$ cat src/hdl/pf_pkg.sv
// ----------------------------------------------------------------------------
// pf_pkg
// Shared types and constants of the playfair digraph cipher.
// ----------------------------------------------------------------------------
package pf_pkg;

  localparam int LetterW = 5;
  localparam int Side    = 5;
  localparam int Cells   = Side * Side;
  localparam int SquareW = Cells * LetterW;
  localparam int CfgIdxW  = 2;
  localparam int CfgDataW = 45;
  localparam int PartAW   = 45;
  localparam int PartBW   = 40;
  localparam int PartCW   = 40;

  typedef logic [LetterW-1:0] letter_t;

  localparam letter_t CodeI = 5'd8;
  localparam letter_t CodeJ = 5'd9;
  localparam letter_t CodeQ = 5'd16;
  localparam letter_t CodeX = 5'd23;
  localparam letter_t CodeZ = 5'd25;

  localparam logic [CfgIdxW-1:0] CfgDecrypt = 2'd0;
  localparam logic [CfgIdxW-1:0] CfgPartA   = 2'd1;
  localparam logic [CfgIdxW-1:0] CfgPartB   = 2'd2;
  localparam logic [CfgIdxW-1:0] CfgPartC   = 2'd3;

  typedef struct packed {
    letter_t letter;
    logic    end_of_text;
  } in_item_t;

  typedef struct packed {
    letter_t out_letter;
    logic    out_last;
  } out_item_t;

  typedef struct packed {
    letter_t first;
    letter_t second;
    logic    last;
  } pair_t;

endpackage

$ cat src/hdl/pf_prep.sv
// ----------------------------------------------------------------------------
// pf_prep
// Letter pairing with filler and padding, and a small queue of digraphs.
// ----------------------------------------------------------------------------
module pf_prep (
  input  logic             clk_i,
  input  logic             rst_ni,
  input  logic             in_valid_i,
  output logic             in_ready_o,
  input  pf_pkg::in_item_t in_data_i,
  output logic             pair_valid_o,
  output pf_pkg::pair_t    pair_o,
  input  logic             pair_pop_i
);
  import pf_pkg::*;

  localparam int QDepth = 4;
  localparam int PtrW   = $clog2(QDepth);

  pair_t            queue_q [QDepth];
  logic [PtrW-1:0]  wr_q, rd_q, wr_d, rd_d;
  logic [PtrW:0]    count_q, count_d;
  letter_t          held_q, held_d;
  logic             held_valid_q, held_valid_d;

  letter_t          ch, fill, pad;
  pair_t            p0, p1;
  logic [1:0]       n_pairs, n_push;
  logic             accept;

  assign in_ready_o   = count_q <= (PtrW+1)'(QDepth - 2);
  assign accept       = in_valid_i && in_ready_o;
  assign pair_valid_o = count_q != '0;
  assign pair_o       = queue_q[rd_q];

  // digraph preparation
  always_comb begin
    ch           = (in_data_i.letter == CodeJ) ? CodeI : in_data_i.letter;
    fill         = (ch == CodeX) ? CodeQ : CodeX;
    pad          = (ch == CodeZ) ? CodeX : CodeZ;
    p0           = '{first: held_q, second: ch, last: in_data_i.end_of_text};
    p1           = '{first: ch, second: pad, last: 1'b1};
    n_pairs      = 2'd0;
    held_d       = held_q;
    held_valid_d = held_valid_q;
    if (held_valid_q) begin
      if (ch == held_q) begin
        p0      = '{first: held_q, second: fill, last: 1'b0};
        n_pairs = in_data_i.end_of_text ? 2'd2 : 2'd1;
        held_valid_d = !in_data_i.end_of_text;
      end else begin
        n_pairs      = 2'd1;
        held_valid_d = 1'b0;
      end
    end else begin
      held_d = ch;
      if (in_data_i.end_of_text) begin
        p0           = p1;
        n_pairs      = 2'd1;
        held_valid_d = 1'b0;
      end else begin
        held_valid_d = 1'b1;
      end
    end
  end

  assign n_push  = accept ? n_pairs : 2'd0;
  assign wr_d    = wr_q + PtrW'(n_push);
  assign rd_d    = rd_q + PtrW'(pair_pop_i);
  assign count_d = count_q + (PtrW+1)'(n_push) - (PtrW+1)'(pair_pop_i);

  always_ff @(posedge clk_i or negedge rst_ni) begin
    if (!rst_ni) begin
      wr_q         <= '0;
      rd_q         <= '0;
      count_q      <= '0;
      held_q       <= '0;
      held_valid_q <= 1'b0;
    end else begin
      wr_q    <= wr_d;
      rd_q    <= rd_d;
      count_q <= count_d;
      if (accept) begin
        held_q       <= held_d;
        held_valid_q <= held_valid_d;
      end
    end
  end

  always_ff @(posedge clk_i) begin
    for (int e = 0; e < QDepth; e++) begin
      if (n_push != 2'd0 && PtrW'(e) == wr_q) begin
        queue_q[e] <= p0;
      end
      if (n_push == 2'd2 && PtrW'(e) == PtrW'(wr_q + PtrW'(1))) begin
        queue_q[e] <= p1;
      end
    end
  end

endmodule

$ cat src/hdl/pf_cipher.sv
// ----------------------------------------------------------------------------
// pf_cipher
// Locates both letters of a digraph in the key square and applies the
// row, column and rectangle rules.
// ----------------------------------------------------------------------------
module pf_cipher (
  input  logic [pf_pkg::SquareW-1:0] square_i,
  input  logic                       decrypt_i,
  input  pf_pkg::pair_t              pair_i,
  output pf_pkg::letter_t            first_o,
  output pf_pkg::letter_t            second_o
);
  import pf_pkg::*;

  typedef struct packed {
    logic [2:0] row;
    logic [2:0] col;
  } pos_t;

  // lowest matching cell wins, no match lands on cell 0
  function automatic pos_t locate(logic [SquareW-1:0] sq, letter_t code);
    pos_t p;
    p = '0;
    for (int r = Side - 1; r >= 0; r--) begin
      for (int c = Side - 1; c >= 0; c--) begin
        if (sq[LetterW*(r*Side+c) +: LetterW] == code) begin
          p.row = 3'(r);
          p.col = 3'(c);
        end
      end
    end
    return p;
  endfunction

  function automatic letter_t cell_at(logic [SquareW-1:0] sq, pos_t p);
    letter_t v;
    v = '0;
    for (int r = 0; r < Side; r++) begin
      for (int c = 0; c < Side; c++) begin
        if (p.row == 3'(r) && p.col == 3'(c)) begin
          v = sq[LetterW*(r*Side+c) +: LetterW];
        end
      end
    end
    return v;
  endfunction

  function automatic logic [2:0] wrap_step(logic [2:0] v, logic dec);
    logic [3:0] s;
    s = {1'b0, v} + (dec ? 4'(Side - 1) : 4'd1);
    if (s >= 4'(Side)) begin
      s = s - 4'(Side);
    end
    return s[2:0];
  endfunction

  pos_t p1, p2, q1, q2;

  always_comb begin
    p1 = locate(square_i, pair_i.first);
    p2 = locate(square_i, pair_i.second);
    q1 = p1;
    q2 = p2;
    if (p1.row == p2.row) begin
      q1.col = wrap_step(p1.col, decrypt_i);
      q2.col = wrap_step(p2.col, decrypt_i);
    end else if (p1.col == p2.col) begin
      q1.row = wrap_step(p1.row, decrypt_i);
      q2.row = wrap_step(p2.row, decrypt_i);
    end else begin
      q1.col = p2.col;
      q2.col = p1.col;
    end
  end

  assign first_o  = cell_at(square_i, q1);
  assign second_o = cell_at(square_i, q2);

endmodule

$ cat src/hdl/playfair_digraph_cipher.sv
// ----------------------------------------------------------------------------
// playfair_digraph_cipher
// Playfair cipher over a 5x5 key square loaded through the config port.
// ----------------------------------------------------------------------------
// Letters enter one beat per cycle and are paired into digraphs; a repeated
// letter gets an X filler (Q after X) and a lone final letter is padded with
// Z (X after Z). Each digraph is looked up and enciphered combinationally
// into an output register that then sends its two letters on consecutive
// beats, so output runs at one letter per cycle while the sink is ready and
// input at one letter per cycle except where filler or padding adds letters.
// A four-entry digraph queue sits between pairing and lookup; input stalls
// when fewer than two entries are free. Load the square and mode only while
// the block is idle.
module playfair_digraph_cipher (
  input  logic                        clk_i,
  input  logic                        rst_ni,
  input  logic                        in_valid_i,
  output logic                        in_ready_o,
  input  pf_pkg::in_item_t            in_data_i,
  output logic                        out_valid_o,
  input  logic                        out_ready_i,
  output pf_pkg::out_item_t           out_data_o,
  input  logic                        cfg_we_i,
  input  logic [pf_pkg::CfgIdxW-1:0]  cfg_index_i,
  input  logic [pf_pkg::CfgDataW-1:0] cfg_data_i
);
  import pf_pkg::*;

  logic              decrypt_q;
  logic [PartAW-1:0] part_a_q;
  logic [PartBW-1:0] part_b_q;
  logic [PartCW-1:0] part_c_q;

  logic    pair_valid, load;
  pair_t   pair;
  letter_t enc_first, enc_second;

  letter_t l1_q, l2_q;
  logic    last_q, full_q, phase_q;

  always_ff @(posedge clk_i or negedge rst_ni) begin
    if (!rst_ni) begin
      decrypt_q <= 1'b0;
      part_a_q  <= '0;
      part_b_q  <= '0;
      part_c_q  <= '0;
    end else if (cfg_we_i) begin
      case (cfg_index_i)
        CfgDecrypt: decrypt_q <= cfg_data_i[0];
        CfgPartA:   part_a_q  <= cfg_data_i[PartAW-1:0];
        CfgPartB:   part_b_q  <= cfg_data_i[PartBW-1:0];
        CfgPartC:   part_c_q  <= cfg_data_i[PartCW-1:0];
        default: begin
        end
      endcase
    end
  end

  pf_prep u_prep (
    .clk_i        (clk_i),
    .rst_ni       (rst_ni),
    .in_valid_i   (in_valid_i),
    .in_ready_o   (in_ready_o),
    .in_data_i    (in_data_i),
    .pair_valid_o (pair_valid),
    .pair_o       (pair),
    .pair_pop_i   (load)
  );

  pf_cipher u_cipher (
    .square_i  ({part_c_q, part_b_q, part_a_q}),
    .decrypt_i (decrypt_q),
    .pair_i    (pair),
    .first_o   (enc_first),
    .second_o  (enc_second)
  );

  // output register, two beats per digraph
  assign load = pair_valid && (!full_q || (phase_q && out_ready_i));

  always_ff @(posedge clk_i or negedge rst_ni) begin
    if (!rst_ni) begin
      full_q  <= 1'b0;
      phase_q <= 1'b0;
    end else if (load) begin
      full_q  <= 1'b1;
      phase_q <= 1'b0;
    end else if (full_q && out_ready_i) begin
      if (phase_q) begin
        full_q  <= 1'b0;
        phase_q <= 1'b0;
      end else begin
        phase_q <= 1'b1;
      end
    end
  end

  always_ff @(posedge clk_i) begin
    if (load) begin
      l1_q   <= enc_first;
      l2_q   <= enc_second;
      last_q <= pair.last;
    end
  end

  assign out_valid_o           = full_q;
  assign out_data_o.out_letter = phase_q ? l2_q : l1_q;
  assign out_data_o.out_last   = phase_q && last_q;

endmodule

$ cat config.mk
export PLATFORM = sky130hd
export DESIGN_NAME = playfair_digraph_cipher
export DESIGN_NICKNAME = d
export VERILOG_FILES = /design/src/hdl/pf_pkg.sv /design/src/hdl/pf_prep.sv /design/src/hdl/pf_cipher.sv /design/src/hdl/playfair_digraph_cipher.sv
export SDC_FILE = /design/constraint.sdc
export NUM_CORES = 1
export LEC_CHECK = 0
export BUFFER_PORTS_ARGS = -buffer_cell sky130_fd_sc_hd__buf_2
export CAP_MARGIN = 20
export CORE_ASPECT_RATIO = 0.8
export CORE_UTILIZATION = 30
export CTS_CLUSTER_SIZE = 14
export DETAILED_ROUTE_END_ITERATION = 10
export MAX_ROUTING_LAYER = met4
export PLACE_DENSITY = 0.49
export SLEW_MARGIN = 20
export SYNTH_ARGS = -nofsm -noshare
export SYNTH_HDL_FRONTEND = slang
export SYNTH_SLANG_ARGS = --single-unit
$ cat constraint.sdc
create_clock -name clk_i -period 5.8 [get_ports clk_i]
set_input_delay 0.29 -clock clk_i [delete_from_list [all_inputs] [get_ports clk_i]]
set_output_delay 0.29 -clock clk_i [all_outputs]
set_load 0.02 [all_outputs]
==> metrics.md, run 1 <==
| Metric | Value |
|---|---|
| # fillers | between 5000 and 6000 |
| Placed instance count | around 2700 |
| Gr ovfl total | 0 |
| Most frequent cell after synthesis | xnor2_1 |
| Clk_skew | 13.1 ps |
| Vias in the first global route | about 15000 |
| Post-Synthesis Cell Area | around 16000 um2 |
| Placeable Area | roughly 51000 um2 |
| CTS tree | done |
| Tightest Pin Transition | a little under 1000 ps |
| Library cells used by synthesis | 100 |
| GRT met2 Usage | between 40% and 50% |
| Register Area | just over 5000 um2 |
| Failing checks | setup timing |
| CTS clk-pin slew, worst paths | about 80 ps |
| Pin count of the biggest net entering global routing | 75 |
| Final period utilization | 115% |
| Syn_nets | about 1700 |
| # nets final | approximately 2300 |
| CP max FO | 7 |
| DR vias/cell | between 5 and 6 |
| H-tree Lvls | 4 |
| CP Capture Type | flip-flop |
| DRC errors left | 0 |
| Fraction of registers with async set or reset after synthesis | 71.9% |
| Top cells by count, synth | 190 x xnor2_1, 141 x dfrtp_1, 141 x mux2_2, 139 x nand2_1, 94 x nor2_1 |
| Root Driver | clkbuf_16 |
| Met3 Usage GRT | 6.89% |
| Die width | approximately 260 um |
| Full die area | ~53000 um2 |
| First-pass GRT wire length | approximately 110 mm |
| Synth area leader | dfrtp_1 |
| Top cell type's share of synthesized area | 22.4% |
| Clock period minus worst slack | ~6700 ps |
| Number of CTS-inserted buffers | 17 |
| Initial Utilization | 30.6% |
| Max-cap check violation count | 0 |
| Final Wtd Congestion | between 1 and 1.5 |
| Max Root-Sink Buffers | 2 |
| Synth Area per Inst | about 10 um2 |
| Post-synthesis sequential area ratio | 32.7% |
| CP Launch Type | flip-flop |
| Post-synth EDFFs | 52 |
| Drt total wl | slightly below 80 mm |
| RSZ-0062 raised after global routing | true |
| # port buffers | 65 |
| FF+latch count, synth | 196 |
| Top cells by area, synth | dfrtp_1 22%, xnor2_1 11%, mux2_2 10% |
| I/O Pins | 66 |
| Worst endpoint required time | just over 6000 ps |
| Setup Viol. Count Final | 10 |
| Hold Crit Class | input port to flip-flop |
| CP peak stage delay | between 400 and 500 ps |
| Arr. time, crit path | between 6000 and 7000 ps |
| Setup ws final | -870 ps |
| Avg WL per Cell | roughly 27 um |
| Die H | slightly above 200 um |
| Slowest CP cell | mux4_2 |
| Area of the multi-input gates | ~11000 um2 |
| Status | finished, violations left |
| Main flop type after synthesis | dfrtp_1 |
| Initial drt markers | between 1500 and 2000 |
| Via Count | between 15000 and 20000 |
| Synth Instances | about 1600 |
| Initial antenna violation count | 1 |
| GRT Util Overall | between 20% and 30% |
| Initial DRT Pass Iterations | 8 |
| Share of layout cells above drive strength 1 | between 40% and 50% |
| GRT met1 Usage | 41.9% |
| Syn. warnings | 0 |
| Endpoints failing hold | 0 |
| Worst-Skew Late Latency | around 500 ps |
| Post-Layout Cell Count | between 2000 and 3000 |
| Clk sink count | about 200 |
| Max Freq | 0.150 GHz |
| HPWL Detailed | a little over 60 mm |
| Post-route ant nets | 0 |
| Max-slew violation count | 0 |
| Rows | 74 |
| Grt peak-use layer | met2 |
| WS Path Type | flip-flop to flip-flop |
| Synth-to-Final Area Change | 47.9% |
| Slew margin rel. | 35.4% |
area by class of cell:
| cell class | instances | share of cell area, % |
|---|---|---|
| sequential | 196 | 22.1 |
| clock inverter | 14 | 0.815 |
| tap | 684 | 3.67 |
| clock buffer | 18 | 1.93 |
| multi-input combinational | 1303 | 48.3 |
| timing repair buffer | 629 | 22.5 |
| antenna | 1 | 0.0107 |
| inverter | 39 | 0.671 |
critical path, delay by kind of cell, from the launching register on:
family / cells / cell delay (ps)
adder cells (fa/ha/maj): 3 / 590
XOR/XNOR: 1 / 130
buffers and inverters: 10 / 1290
AND/OR/NAND/NOR: 6 / 670
multiplexers: 3 / 1080
flip-flops: 1 / 430
AO/OA/AOI/OAI: 9 / 2200
worst paths after layout:
kind	to	cells past startpoint	slack, ps	from
min in group asynchronous	part_c_q[17]$_DFFE_PN0P_	2	320	rst_ni
setup reg to reg	l1_q[3]$_DFFE_PP_	32	-870	u_prep.rd_q[0]$_DFF_PN0_
max in group asynchronous	u_prep.rd_q[0]$_DFF_PN0_	3	4000	rst_ni
hold / removal	part_a_q[40]$_DFFE_PN0P_	2	30	cfg_data_i[40]
hold reg to reg	u_prep.queue_q[2][1]$_SDFFE_PP1P_	2	510	u_prep.queue_q[2][1]$_SDFFE_PP1P_
setup / recovery	l1_q[3]$_DFFE_PP_	32	-870	u_prep.rd_q[0]$_DFF_PN0_
what timing repair did:
| action | in CTS | in global routing |
|---|---|---|
| endpoints found under the setup margin | 10 | 10 |
| hold endpoints to repair | 69 | 0 |
| setup buffers | 71 | 44 |
| hold buffers | 3 | 0 |
| pin swaps | 76 | 47 |
| gates resized for setup | 204 | 70 |
| cloned | 1 | 3 |
kinds of logic (layout without fill, tap and decap cells):
family | after synthesis | in the layout | share of synthesized area (%)
multiplexers | 179 | 179 | 13.7
adder cells (fa/ha/maj) | 26 | 26 | 2.11
buffers and inverters | 121 | 700 | 4.71
AO/OA/AOI/OAI | 319 | 319 | 14.7
other | 0 | 1 | 0
flip-flops | 196 | 196 | 32.7
AND/OR/NAND/NOR | 511 | 511 | 17.1
XOR/XNOR | 268 | 268 | 15.0
placed cells by master, fill, tap and decap left out, drive strengths merged, types with 7 or more instances in the layout:
master and count:
mux4 12, nand2 139, o221ai 8, a21oi 61, a221oi 9, a31oi 12, xnor2 192, nand4 7
ha 25, inv 48, a22o 10, dfrtp 141, clkbuf 21, or3 10, o21ai 56, edfxtp 52
nand2b 15, a22oi 15, nor2b 15, nor3 67, o31ai 11, and3 7, a222oi 7, a211oi 7
mux2i 22, nor4 21, xor2 76, nand3 70, mux2 145, buf 623, o211ai 19, or2 19
nor2 95, o22ai 19, a21o 8, and2 23, o2111ai 8
registers in the layout, summed over array words and instances (netlist names), 3 cells and up:
signal	cells
part_b_q	40
part_a_q	45
part_c_q	40
l1_q	5
u_prep.held_q	5
u_prep.queue_q	44
u_prep.count_q	3
l2_q	5
layer usage:
layer / wire (um) / vias to the layer above
met5: 0 / -
met4: 2300 / 0
met3: 6910 / 127
met2: 32500 / 756
met1: 35700 / 7884
li1: - / 7077
per-stage QoR:
step	cell area (um2)	TNS, ps	setup slack [ps]	hold slack, ps	util [%]
final	23300	-7650	-870	31.1	45.3
after global routing	23300	-9470	-1030	19.5	45.3
after CTS	22600	-5420	-669	1.00	43.8
after detailed placement	20300	-11200	-1420	336	39.4
after global placement	20300	-11150	-1470	338	39.4
after floorplan	16100	-152	-54.0	-5.59	-
Power of run 1 is not shown: default switching activity piles up to over one toggle a cycle in this logic, so the estimate is an artifact.
==> run 2: changes to the inputs <==
--- a/config.mk
+++ b/config.mk
@@ -17,3 +17,4 @@
 export SYNTH_ARGS = -nofsm -noshare
 export SYNTH_HDL_FRONTEND = slang
 export SYNTH_SLANG_ARGS = --single-unit
+export TNS_END_PERCENT = 30
==> metrics.md, run 2 (synthesized netlist as in run 1, its figures left out) <==
| Metric | Value |
|---|---|
| Post-route ant nets | 0 |
| Clock period minus worst slack | roughly 6600 ps |
| Setup ws final | -807 ps |
| Placeable Area | 51500 um2 |
| Final period utilization | 114% |
| Worst setup startpoint | u_prep.rd_q[0]$_DFF_PN0_ |
| Die width | 258 um |
| Initial antenna violation count | 2 |
| Worst path depth | 31 |
| Failing checks | setup timing |
| DR vias/cell | 5.50 |
| Initial DRT Pass Iterations | 5 |
| Register Area | ~5000 um2 |
| Status | finished, violations left |
| Setup TNS | -6680 ps |
| Max-cap check violation count | 0 |
| Slew margin rel. | 35.3% |
| Crit path max-delay family | compound AO/OA/AOI/OAI gates |
| CP Launch Type | flip-flop |
| Root Driver | clkbuf_16 |
| CTS clk-pin slew, worst paths | approximately 80 ps |
| Vias in the first global route | roughly 15000 |
| CP peak stage delay | 620 ps |
| Leading cell type in the layout, fill and taps excluded | buf_4 |
| Max Freq | roughly 0.15 GHz |
| Most frequent cells in the layout | 428 x buf_4, 179 x xnor2_1, 141 x dfrtp_1 |
| Via Count | about 15000 |
| Setup Viol. Count Final | 10 |
| Hold endpoint | part_b_q[22]$_DFFE_PN0P_ |
| Final Wtd Congestion | between 1 and 1.5 |
| Drt total wl | 76.1 mm |
| Hold Crit Class | input port to flip-flop |
| Gr ovfl total | 0 |
| Hold depth | 2 |
| Pin count of the biggest net entering global routing | 74 |
| Max reg flops | 45 |
| Clk_skew | around 21 ps |
| Tightest Pin Transition | about 1000 ps |
| Max Root-Sink Buffers | 2 |
| Initial drt markers | around 1600 |
| Fin area | around 22000 um2 |
| HPWL Detailed | between 60 and 70 mm |
| WS Path Type | flip-flop to flip-flop |
| Max-slew violation count | 0 |
| Clk sink count | between 150 and 200 |
| Initial Utilization | a little over 30% |
| Register with the most flip-flops | part_a_q |
| Rows | between 70 and 80 |
| Area of the multi-input gates | around 11000 um2 |
| Endpoints failing hold | 0 |
| Reg2reg setup slack | -810 ps |
| Placed standard-cell area | roughly 20000 um2 |
| R2r worst-path depth | 31 |
| FF-to-FF End | l2_q[4]$_DFFE_PP_ |
| Share of layout cells above drive strength 1 | a little over two fifths |
| CTS tree | done |
| Worst r2r src | u_prep.rd_q[0]$_DFF_PN0_ |
| GRT Util Overall | between 20% and 30% |
| # fillers | between 5000 and 6000 |
| Worst Path Buf+Inv | 8 |
| Arr. time, crit path | ~7000 ps |
| H-tree Lvls | 4 |
| Number of CTS-inserted buffers | 17 |
| First-pass GRT wire length | around 110 mm |
| CP Capture Type | flip-flop |
| Worst-Skew Late Latency | approximately 510 ps |
| DRC errors left | 0 |
| Full die area | 53500 um2 |
| # nets final | approximately 2200 |
| Synth-to-Final Area Change | 38.4% |
| Die H | a little over 200 um |
| I/O Pins | 66 |
| CP max FO | 8 |
| Slowest CP cell | mux4_2 |
| Worst endpoint required time | just over 6000 ps |
| Largest regs | part_a_q x45, u_prep.queue_q x44 |
| RSZ-0062 raised after global routing | true |
| Avg WL per Cell | between 20 and 30 um |
| # port buffers | 65 |
| Worst Hold Launch | cfg_data_i[22] |
[run 2: cell types whose count changed in the layout (fill, tap and decap cells not counted), sizes merged]
cell / before / now
inv: 48 / 46
clkinvlp: 0 / 2
dlygate4sd3: 3 / 5
clkinv: 5 / 3
buf: 623 / 538
[run 2: area by class of cell]
class                           count  share of cell area [%]
Clock buffer                       20                    2.14
Timing Repair Buffer              544                    20.2
Clock inverter                     12                   0.522
Tap cell                          684                    3.92
Sequential cell                   196                    23.6
Multi-Input combinational cell   1303                    48.9
Antenna cell                        1                  0.0115
Inverter                           39                   0.694
[run 2: repair_timing]
item                                    CTS  global route
hold buffers                              5             0
pin swaps                                31            47
resized for setup                        57            64
endpoints found under the setup margin   10            10
setup buffers                            15            17
endpoints found under the hold margin    76             0
gates cloned                              0             1
[run 2: how the worst max path moves through the flow]
stage	end	slack (ps)
finish	l2_q[4]$_DFFE_PP_	-810
global route	l2_q[4]$_DFFE_PP_	-950
CTS	l2_q[4]$_DFFE_PP_	-740
detailed placement	l2_q[1]$_DFFE_PP_	-1180
global placement	l2_q[1]$_DFFE_PP_	-1190
floorplan	l2_q[2]$_DFFE_PP_	-50
[run 2: layer usage]
layer  share of wire (%)  wire (um)  up-vias  GRT usage, %
li1                    -          -     6876             -
met1                  46      35300     7766          41.9
met4                 3.1       2330        0          7.79
met2                  42      32300      623          42.1
met3                 8.1       6180      123          5.89
met5                   0          0        -             -
[run 2: per-stage QoR]
stage | hold WS (ps) | setup slack [ps] | cells | util [%]
after floorplan | -5.59 | -54.0 | 1620 | -
after global placement | 354 | -1190 | 2731 | 39.4
after detailed placement | 370 | -1180 | 2731 | 39.4
after CTS | 1.30 | -742 | 2781 | 41.5
after global routing | 32.7 | -951 | 2799 | 42.4
final | 42.4 | -807 | 2799 | 42.4
Power of run 2 is left out for the same reason.
